**src/design/pdd_pkg.sv**
```systemverilog
// Shared types, constants and helper functions of the palette dither unit.
`timescale 1ns / 1ps

package pdd_pkg;

    localparam int LW_W  = 11;   // width of the line width register
    localparam int ERR_W = 10;   // width of one stored channel error
    localparam int DIST_W = 18;  // squared distance over three channels

    typedef logic [7:0] chan_t;
    typedef logic signed [ERR_W-1:0] err_t;

    typedef struct packed {
        chan_t blue;
        chan_t green;
        chan_t red;
    } rgb_t;

    typedef struct packed {
        err_t blue;
        err_t green;
        err_t red;
    } err3_t;

    // Power-up palette; slots beyond the sixteenth read as black.
    function automatic rgb_t default_colour(input logic [7:0] idx);
        rgb_t c;
        case (idx)
            8'd0:    c = '{blue: 8'd110, green: 8'd91,  red: 8'd149};
            8'd1:    c = '{blue: 8'd137, green: 8'd116, red: 8'd176};
            8'd2:    c = '{blue: 8'd15,  green: 8'd11,  red: 8'd17};
            8'd3:    c = '{blue: 8'd69,  green: 8'd47,  red: 8'd63};
            8'd4:    c = '{blue: 8'd112, green: 8'd75,  red: 8'd93};
            8'd5:    c = '{blue: 8'd24,  green: 8'd62,  red: 8'd47};
            8'd6:    c = '{blue: 8'd55,  green: 8'd90,  red: 8'd76};
            8'd7:    c = '{blue: 8'd115, green: 8'd212, red: 8'd190};
            8'd8:    c = '{blue: 8'd87,  green: 8'd176, red: 8'd160};
            8'd9:    c = '{blue: 8'd87,  green: 8'd120, red: 8'd116};
            8'd10:   c = '{blue: 8'd225, green: 8'd246, red: 8'd245};
            8'd11:   c = '{blue: 8'd130, green: 8'd146, red: 8'd148};
            8'd12:   c = '{blue: 8'd180, green: 8'd195, red: 8'd200};
            8'd13:   c = '{blue: 8'd27,  green: 8'd32,  red: 8'd36};
            8'd14:   c = '{blue: 8'd45,  green: 8'd54,  red: 8'd87};
            8'd15:   c = '{blue: 8'd72,  green: 8'd72,  red: 8'd121};
            default: c = '0;
        endcase
        return c;
    endfunction

    // Saturate a sum to the stored error range.
    function automatic err_t sat10(input logic signed [11:0] v);
        err_t r;
        if (v < -12'sd512)
            r = -10'sd512;
        else if (v > 12'sd511)
            r = 10'sd511;
        else
            r = v[ERR_W-1:0];
        return r;
    endfunction

endpackage

```
**src/design/pdd_palette.sv**
```systemverilog
// Palette memory: one write port, one registered read port, power-up colours.
`timescale 1ns / 1ps

module pdd_palette #(
    parameter int ENTRIES = 16
) (
    input  logic                       clk,
    input  logic                       rst_n,
    input  logic                       we,
    input  logic [$clog2(ENTRIES)-1:0] waddr,
    input  pdd_pkg::rgb_t              wdata,
    input  logic [$clog2(ENTRIES)-1:0] raddr,
    output pdd_pkg::rgb_t              rdata
);

    pdd_pkg::rgb_t mem [ENTRIES];
    logic [ENTRIES-1:0] written_reg;
    pdd_pkg::rgb_t rdata_reg;

    always_ff @(posedge clk)
    begin
        if (we)
        begin
            mem[waddr] <= wdata;
        end
        // unwritten slots return their power-up colour
        if (written_reg[raddr])
            rdata_reg <= mem[raddr];
        else
            rdata_reg <= pdd_pkg::default_colour(8'(raddr));
    end

    always_ff @(posedge clk or negedge rst_n)
    begin
        if (!rst_n)
        begin
            written_reg <= '0;
        end
        else if (we)
        begin
            written_reg[waddr] <= 1'b1;
        end
    end

    assign rdata = rdata_reg;

endmodule

```
**config.mk**
```make
export PLATFORM = sky130hd
export DESIGN_NAME = pdd_palette
export DESIGN_NICKNAME = d
export VERILOG_FILES = /design/src/design/pdd_pkg.sv /design/src/design/pdd_palette.sv
export SDC_FILE = /design/constraint.sdc
export NUM_CORES = 1
export LEC_CHECK = 0
export BUFFER_PORTS_ARGS = -buffer_cell sky130_fd_sc_hd__buf_2
export CAP_MARGIN = 15
export CORE_UTILIZATION = 45
export DETAILED_ROUTE_END_ITERATION = 12
export SKIP_LAST_GASP = 1
export SYNTH_ARGS = -nofsm -noshare
export SYNTH_HDL_FRONTEND = slang
export SYNTH_SLANG_ARGS = --single-unit
```
**constraint.sdc**
```tcl
create_clock -name clk -period 2.9 [get_ports clk]
set_clock_uncertainty 0.1 [all_clocks]
set_input_delay 0.58 -clock clk [delete_from_list [all_inputs] [get_ports clk]]
set_output_delay 0.58 -clock clk [all_outputs]
set_load 0.05 [all_outputs]
```
==> load_flow_metrics.sql, run 1 <==
INSERT INTO impl_metrics (metric_group, metric, value, unit) VALUES
('logic_synthesis', 'yosysSeqAreaShare', '74.85', '%'),
('power_and_ir_drop', 'power.leakage', '6.383', 'nW'),
('grt', 'grt_util_met2', '31.31', '%'),
('logic_synthesis', 'synth_fa_ha_area_share', '0.6036', '%'),
('timing', 'fin_worst_hold_slack', '0.3231', 'ns'),
('cells_and_area', 'nets', '970', ''),
('drt', 'wl_per_cell', '26.45', 'um'),
('floorplanning', 'total_core_area', '0.03591', 'mm^2'),
('logic_synthesis', 'ys_async_sr_fraction', '3.774', '%'),
('floorplanning', 'top_level_ports', '59', ''),
('timing', 'slew_violations', '0', ''),
('critical_path', 'startpoint_of_the_worst_register_to_register_path', 'written_reg[11]', ''),
('logic_synthesis', 'synth_nets', '870', ''),
('drt', 'drt_pass1_iterations', '5', ''),
('clocking', 'cts-root-buf', 'clkbuf_16', ''),
('drt', 'route.detailed.drc', '0', ''),
('timing', 'final_min_period_over_clock_period', '72.81', '%'),
('cells_and_area', 'max_ffs_per_register', '384', ''),
('grt', 'grt_first_pass_wirelength', '54820', 'um'),
('clocking', 'worst_skew_pair.late_latency', '0.53', 'ns'),
('cells_and_area', 'post_layout_nonfiller_instances', '1421', ''),
('clocking', 'post_cts.repair.setup_buffers', '0', ''),
('logic_synthesis', 'synthesized_area_fraction_occupied_by_ao_oa_aoi_and_oai_cells', '4.007', '%'),
('cells_and_area', 'insertedDiodeCount', '0', ''),
('clocking', 'cts_hold_repair.buffers', '1', ''),
('clocking', 'ctsLongestPathBuffers', '3', ''),
('drt', 'route.final.wire_length', '37580', 'um'),
('placement', 'placement.cell_area', '0.01801', 'mm^2'),
('timing', 'maxSlewHeadroom', '59.54', '%'),
('timing', 'fmaxAchievable', '0.4736', 'GHz'),
('floorplanning', 'fp.dieW', '194.0', 'um'),
('logic_synthesis', 'dominantRegCellSynth', 'edfxtp_1', ''),
('logic_synthesis', 'synthXorXnorAreaFrac', '0.05282', '%'),
('clocking', 'tritoncts.num_buffers', '43', ''),
('floorplanning', 'core.rowCount', '69', ''),
('logic_synthesis', 'edff_count_synth', '384', ''),
('placement', 'finalWeightedCongestion', '0.7608', ''),
('placement', 'detailed_place_hpwl', '20730', 'um'),
('critical_path', 'cp-end-kind', 'flip-flop', ''),
('clocking', 'clock_tree.htree_level_count', '2', ''),
('timing', 'finalWorstPathRequiredPeriod', '2.111', 'ns'),
('critical_path', 'ff2ff_setup_slack', '0.80', 'ns'),
('clocking', 'cts.sinks', '424', ''),
('timing', 'setup_tns', '0', 'ns'),
('timing', 'final-setup-viol-count', '0', ''),
('status', 'outcome', 'completed', ''),
('clocking', 'path_clk_slew', '0.06', 'ns'),
('run', 'max_cap_viol_count', '0', ''),
('logic_synthesis', 'synth-simple-area-share', '2.369', '%'),
('placement', 'numPortBuffers', '58', ''),
('logic_synthesis', 'post_synth_design_cell_area', '0.01658', 'mm^2'),
('drt', 'via_total_after_detailed_routing', '8236', ''),
('grt', 'grt-busiest-layer', 'met2', ''),
('floorplanning', 'die_area', '0.03762', 'mm^2'),
('critical_path', 'worst_ep_arrival_time', '2.41', 'ns'),
('grt', 'grt_antenna_before_repair', '0', ''),
('grt', 'grtUsageTotal', '20.19', '%'),
('worst_hold_path', 'timing.hold.worst.class', 'in2reg', ''),
('critical_path', 'timing.setup.critical_path_class', 'in2reg', ''),
('logic_synthesis', 'synth_cell_types', '38', ''),
('critical_path', 'timing.critical_path.required', '3.20', 'ns'),
('logic_synthesis', 'post_synth_inst_count', '827', ''),
('drt', 'vias_per_std_cell', '5.796', ''),
('cells_and_area', 'area_growth', '16.56', '%'),
('power_and_ir_drop', 'irDropWorstVdd', '0.4763', 'mV'),
('timing', 'final-hold-violation-count', '0', ''),
('clocking', 'cts_resized', '0', ''),
('critical_path', 'crit_path_start_kind', 'input port', ''),
('power_and_ir_drop', 'p_per_area', '695.4', 'mW/mm^2'),
('grt', 'pin_count_of_the_biggest_net_entering_global_routing', '62', ''),
('logic_synthesis', 'synth_seq_cells', '424', '');
-- cells in the final DEF (no fill, tap or decap), drive strengths merged, types with 2 or more instances in the layout --
cell / synthesis / layout
a211oi: 2 / 2
a21oi: 12 / 12
a22o: 8 / 8
a22oi: 13 / 13
a31oi: 3 / 3
buf: 31 / 104
bufinv: 0 / 3
clkbuf: 19 / 69
clkinv: 0 / 5
dfrtp: 16 / 16
dfxtp: 24 / 24
edfxtp: 384 / 384
ha: 8 / 8
inv: 4 / 5
mux2: 46 / 46
mux2i: 29 / 29
mux4: 85 / 85
nand2: 14 / 14
nand2b: 8 / 8
nand3: 2 / 2
nand3b: 3 / 3
nor2: 21 / 21
nor2b: 4 / 4
nor3: 5 / 5
o211ai: 2 / 2
o21a: 2 / 2
o21ai: 25 / 25
o22a: 7 / 7
o22ai: 26 / 26
o31ai: 2 / 2
or2: 17 / 17
-- how the worst min path moves through the flow --
| stage | from | end | slack [ns] | cells past startpoint |
|---|---|---|---|---|
| 2_1_floorplan | rst_n | written_reg[0] | 0.18 | 0 |
| 3_3_place_gp | written_reg[6] | written_reg[6] | 0.35 | 1 |
| 3_5_place_dp | written_reg[15] | written_reg[15] | 0.35 | 1 |
| 4_1_cts | wdata[0] | mem[2][0] | 0.30 | 1 |
| 5_1_grt | wdata[0] | mem[2][0] | 0.32 | 1 |
| 6_report | wdata[0] | mem[2][0] | 0.32 | 1 |
-- layer usage --
| layer | part of all wire (%) | wire length, um |
|---|---|---|
| met1 | 46 | 17340 |
| met2 | 47 | 17730 |
| met3 | 5.2 | 1938 |
| met4 | 1.5 | 563 |
| met5 | 0 | 0 |
-- final cells by class --
type                    instances  area (um^2)
clock buffers                  69         1194
flip-flops and latches        424        12410
fillers                      2822        16590
multi-input cells             349         4058
repair buffers                105        954.7
well taps                     461        576.8
clock inverters                 9        118.9
inverters                       4        15.01
-- power breakdown --
part | switching, W | leakage, nW | internal (W)
Combinational | 0.000777 | 1.92 | 0.000476
Clock | 0.00213 | 0.630 | 0.00308
Sequential | 0.0000905 | 3.83 | 0.00689
-- worst max-delay path, cell delays in order --
cell	delay, ns
buf_4	0.17
buf_4	0.28
mux4_2	0.33
a22o_1	0.25
or2_1	0.27
buf_12	0.20
mux2_4	0.32
-- cell usage after synthesis (13+ instances only) --
| cell | n | area share (%) |
|---|---|---|
| a22oi_1 | 13 | 0.59 |
| buf_2 | 18 | 0.54 |
| clkbuf_1 | 19 | 0.43 |
| dfrtp_1 | 16 | 2.4 |
| dfxtp_1 | 24 | 2.9 |
| edfxtp_1 | 384 | 70 |
| mux2_2 | 37 | 2.5 |
| mux2i_1 | 29 | 1.8 |
| mux4_2 | 85 | 12 |
| nand2_1 | 14 | 0.32 |
| nor2_1 | 21 | 0.48 |
| o21ai_0 | 25 | 0.75 |
| o22ai_1 | 26 | 0.98 |
| or2_2 | 16 | 0.60 |
-- kinds of logic (layout without fill, tap and decap cells) --
family | after synthesis | after routing
flip-flops | 424 | 424
multiplexers | 160 | 160
XOR/XNOR | 1 | 1
adder cells (fa/ha/maj) | 8 | 8
buffers and inverters | 54 | 187
AO/OA/AOI/OAI | 103 | 103
AND/OR/NAND/NOR | 77 | 77
-- per-stage QoR --
step                      power, W  worst slack [ns]
after floorplan           0.007912            0.1477
after global placement    0.008354            0.3005
after detailed placement  0.008373            0.2593
after CTS                  0.01354            0.8062
after global routing       0.01386            0.7189
final                      0.01344            0.7885
No activity file was read; power rests on OpenSTA's default activity.
==> run 2, diff against run 1 <==
==> constraint.sdc (replaced) <==
create_clock -name clk -period 2 [get_ports clk]
set_clock_uncertainty 0.1 [all_clocks]
set_input_delay 0.4 -clock clk [delete_from_list [all_inputs] [get_ports clk]]
set_output_delay 0.4 -clock clk [all_outputs]
set_load 0.05 [all_outputs]
==> load_flow_metrics.sql, run 2 (synthesized netlist as in run 1, its figures left out) <==
INSERT INTO impl_metrics (metric_group, metric, value, unit) VALUES
('cells_and_area', 'area_growth', '20.30', '%'),
('critical_path', 'cp_cell_sequence', 'mux4_2, a22o_1, or2_4, buf_12, mux2_4', ''),
('placement', 'numPortBuffers', '58', ''),
('floorplanning', 'die_h', '194.0', 'um'),
('grt', 'grtUsageTotal', '20.79', '%'),
('critical_path', 'critical-path-max-stage-delay', '0.45', 'ns'),
('cells_and_area', 'nets', '1024', ''),
('floorplanning', 'top_level_ports', '59', ''),
('critical_path', 'crit_path_start_kind', 'flip-flop', ''),
('drt', 'route.detailed.drc', '0', ''),
('critical_path', 'slowest_stage', 'mux4_2', ''),
('grt', 'grt_first_pass_wirelength', '56560', 'um'),
('timing', 'slew_violations', '0', ''),
('floorplanning', 'initial_utilization', '46.17', '%'),
('placement', 'dp_cells', '1394', ''),
('timing', 'finalWorstSetupSlack', '-0.04236', 'ns'),
('drt', 'drt_pass1_iterations', '5', ''),
('drt', 'via_total_after_detailed_routing', '8426', ''),
('timing', 'fin_worst_hold_slack', '0.1317', 'ns'),
('cells_and_area', 'layout-drive-gt1-share', '38.72', '%'),
('cells_and_area', 'post_layout_nonfiller_instances', '1476', ''),
('floorplanning', 'fp.dieW', '194.0', 'um'),
('floorplanning', 'core.rowCount', '69', ''),
('critical_path', 'critical_path.max_fanout', '11', ''),
('clocking', 'path_clk_slew', '0.06', 'ns'),
('critical_path', 'critical_path_buffers_and_inverters', '1', ''),
('cells_and_area', 'nFillCells', '2789', ''),
('clocking', 'cts-root-buf', 'clkbuf_16', ''),
('timing', 'final_min_period_over_clock_period', '102.1', '%'),
('critical_path', 'timing.critical_path.required', '2.31', 'ns'),
('power_and_ir_drop', 'total_power', '0.01973', 'W'),
('grt', 'overflow', '0', ''),
('power_and_ir_drop', 'irDropWorstVdd', '0.8057', 'mV'),
('critical_path', 'worst_r2r_path_depth', '5', ''),
('drt', 'vias_per_std_cell', '5.709', ''),
('grt', 'grt_antenna_before_repair', '0', ''),
('clocking', 'worst_skew_pair.late_latency', '0.54', 'ns'),
('run', 'max_cap_viol_count', '0', ''),
('power_and_ir_drop', 'p_per_area', '989.3', 'mW/mm^2'),
('timing', 'final-setup-viol-count', '11', ''),
('status', 'failing_checks', 'setup timing', ''),
('cells_and_area', 'multiInputGateArea', '0.004086', 'mm^2'),
('critical_path', 'critPathTopFamily', 'multiplexers', ''),
('floorplanning', 'die_area', '0.03762', 'mm^2'),
('cells_and_area', 'most_frequent_cells_in_the_layout', '384 x edfxtp_1, 85 x mux4_2, 66 x buf_4, 56 x buf_2, 45 x clkbuf_16', ''),
('placement', 'finalWeightedCongestion', '0.7611', ''),
('clocking', 'cts.sinks', '424', ''),
('grt', 'pin_count_of_the_biggest_net_entering_global_routing', '42', ''),
('grt', 'via_count_of_the_first_global_routing_pass', '8666', ''),
('status', 'outcome', 'finished, violations left', ''),
('timing', 'grt_setup_unrepaired', 'true', ''),
('timing', 'maxSlewHeadroom', '71.52', '%'),
('worst_hold_path', 'holdPathStages', '1', ''),
('critical_path', 'critical_path_depth_in_cells', '5', ''),
('timing', 'final-hold-violation-count', '0', ''),
('timing', 'fmaxAchievable', '0.4896', 'GHz'),
('timing', 'setup_tns', '-0.3368', 'ns'),
('cells_and_area', 'layout_commonest_cell', 'edfxtp_1', ''),
('floorplanning', 'total_core_area', '0.03591', 'mm^2'),
('clocking', 'tritoncts.num_buffers', '43', ''),
('worst_hold_path', 'timing.hold.worst.class', 'in2reg', ''),
('cells_and_area', 'ff_latch_area', '0.01241', 'mm^2'),
('placement', 'detailed_place_hpwl', '22370', 'um'),
('clocking', 'clock_tree.htree_level_count', '2', ''),
('drt', 'wl_per_cell', '25.80', 'um'),
('drt', 'drtAntennaViolNets', '0', ''),
('critical_path', 'timing.setup.critical_path_class', 'reg2reg', ''),
('timing', 'finalWorstPathRequiredPeriod', '2.042', 'ns'),
('drt', 'detailedRoute.firstIterationViolations', '818', ''),
('cells_and_area', 'insertedDiodeCount', '0', ''),
('critical_path', 'cp-end-kind', 'flip-flop', ''),
('critical_path', 'worst_ep_arrival_time', '2.36', 'ns'),
('timing', 'worst_slew_pin_slew', '0.4272', 'ns'),
('drt', 'route.final.wire_length', '38080', 'um'),
('power_and_ir_drop', 'power.leakage', '6.725', 'nW'),
('clocking', 'tritoncts', 'yes', ''),
('cells_and_area', 'max_ffs_per_register', '384', ''),
('clocking', 'ctsLongestPathBuffers', '3', '');
## run 2: cell types whose count changed in the layout (fill, tap and decap cells not counted), sizes merged
cell	delta
clkinv	+12
bufinv	-2
clkinvlp	+2
buf	+54
clkbuf	-10
inv	-1
## run 2: area by class of cell
cell class	count	area share (%)
flip-flops and latches	424	62.22
inverters	4	0.09409
repair buffers	159	7.508
multi-input cells	349	20.49
clock buffers	59	6.159
well taps	461	2.892
clock inverters	20	0.6398
## run 2: metal layers
layer,wire length (um),track usage [%],share of wire (%)
met1,17920,31.58,47
met4,677,5.115,1.8
met2,17570,31.83,46
met3,1915,2.974,5.0
met5,0,0,0
## run 2: final timing paths
path                                start         endpoint  slack [ns]
min in group asynchronous           rst_n   written_reg[9]        0.24
max                        written_reg[8]        rdata[17]       -0.04
max reg2reg                written_reg[8]        rdata[17]       -0.04
min reg2reg                written_reg[3]   written_reg[3]        0.36
max in group asynchronous           rst_n  written_reg[15]        1.29
min                              wdata[0]        mem[8][0]        0.13
## run 2: through the flow
| step | worst slack (ns) | util, % | instance area [um^2] |
|---|---|---|---|
| floorplan | -0.1991 | - | 16750 |
| global placement | -0.3224 | 51.69 | 18560 |
| detailed placement | -0.3384 | 51.69 | 18560 |
| CTS | -0.04513 | 55.54 | 19950 |
| global route | -0.1005 | 55.54 | 19950 |
| finish | -0.04236 | 55.54 | 19950 |
## run 2: report_power, final
| part | internal, W | switching (W) | leakage (nW) |
|---|---|---|---|
| clock | 0.00443 | 0.00321 | 0.673 |
| combinational | 0.000822 | 0.00116 | 2.22 |
| sequential | 0.00999 | 0.000128 | 3.83 |
## run 2: what timing repair did
item	4_1_cts	5_1_grt
gates resized for setup	1	0
endpoints found under the hold margin	16	0
endpoints found under the setup margin	18	19
hold buffers	1	0
buffers inserted	2	0
pin swaps	1	0
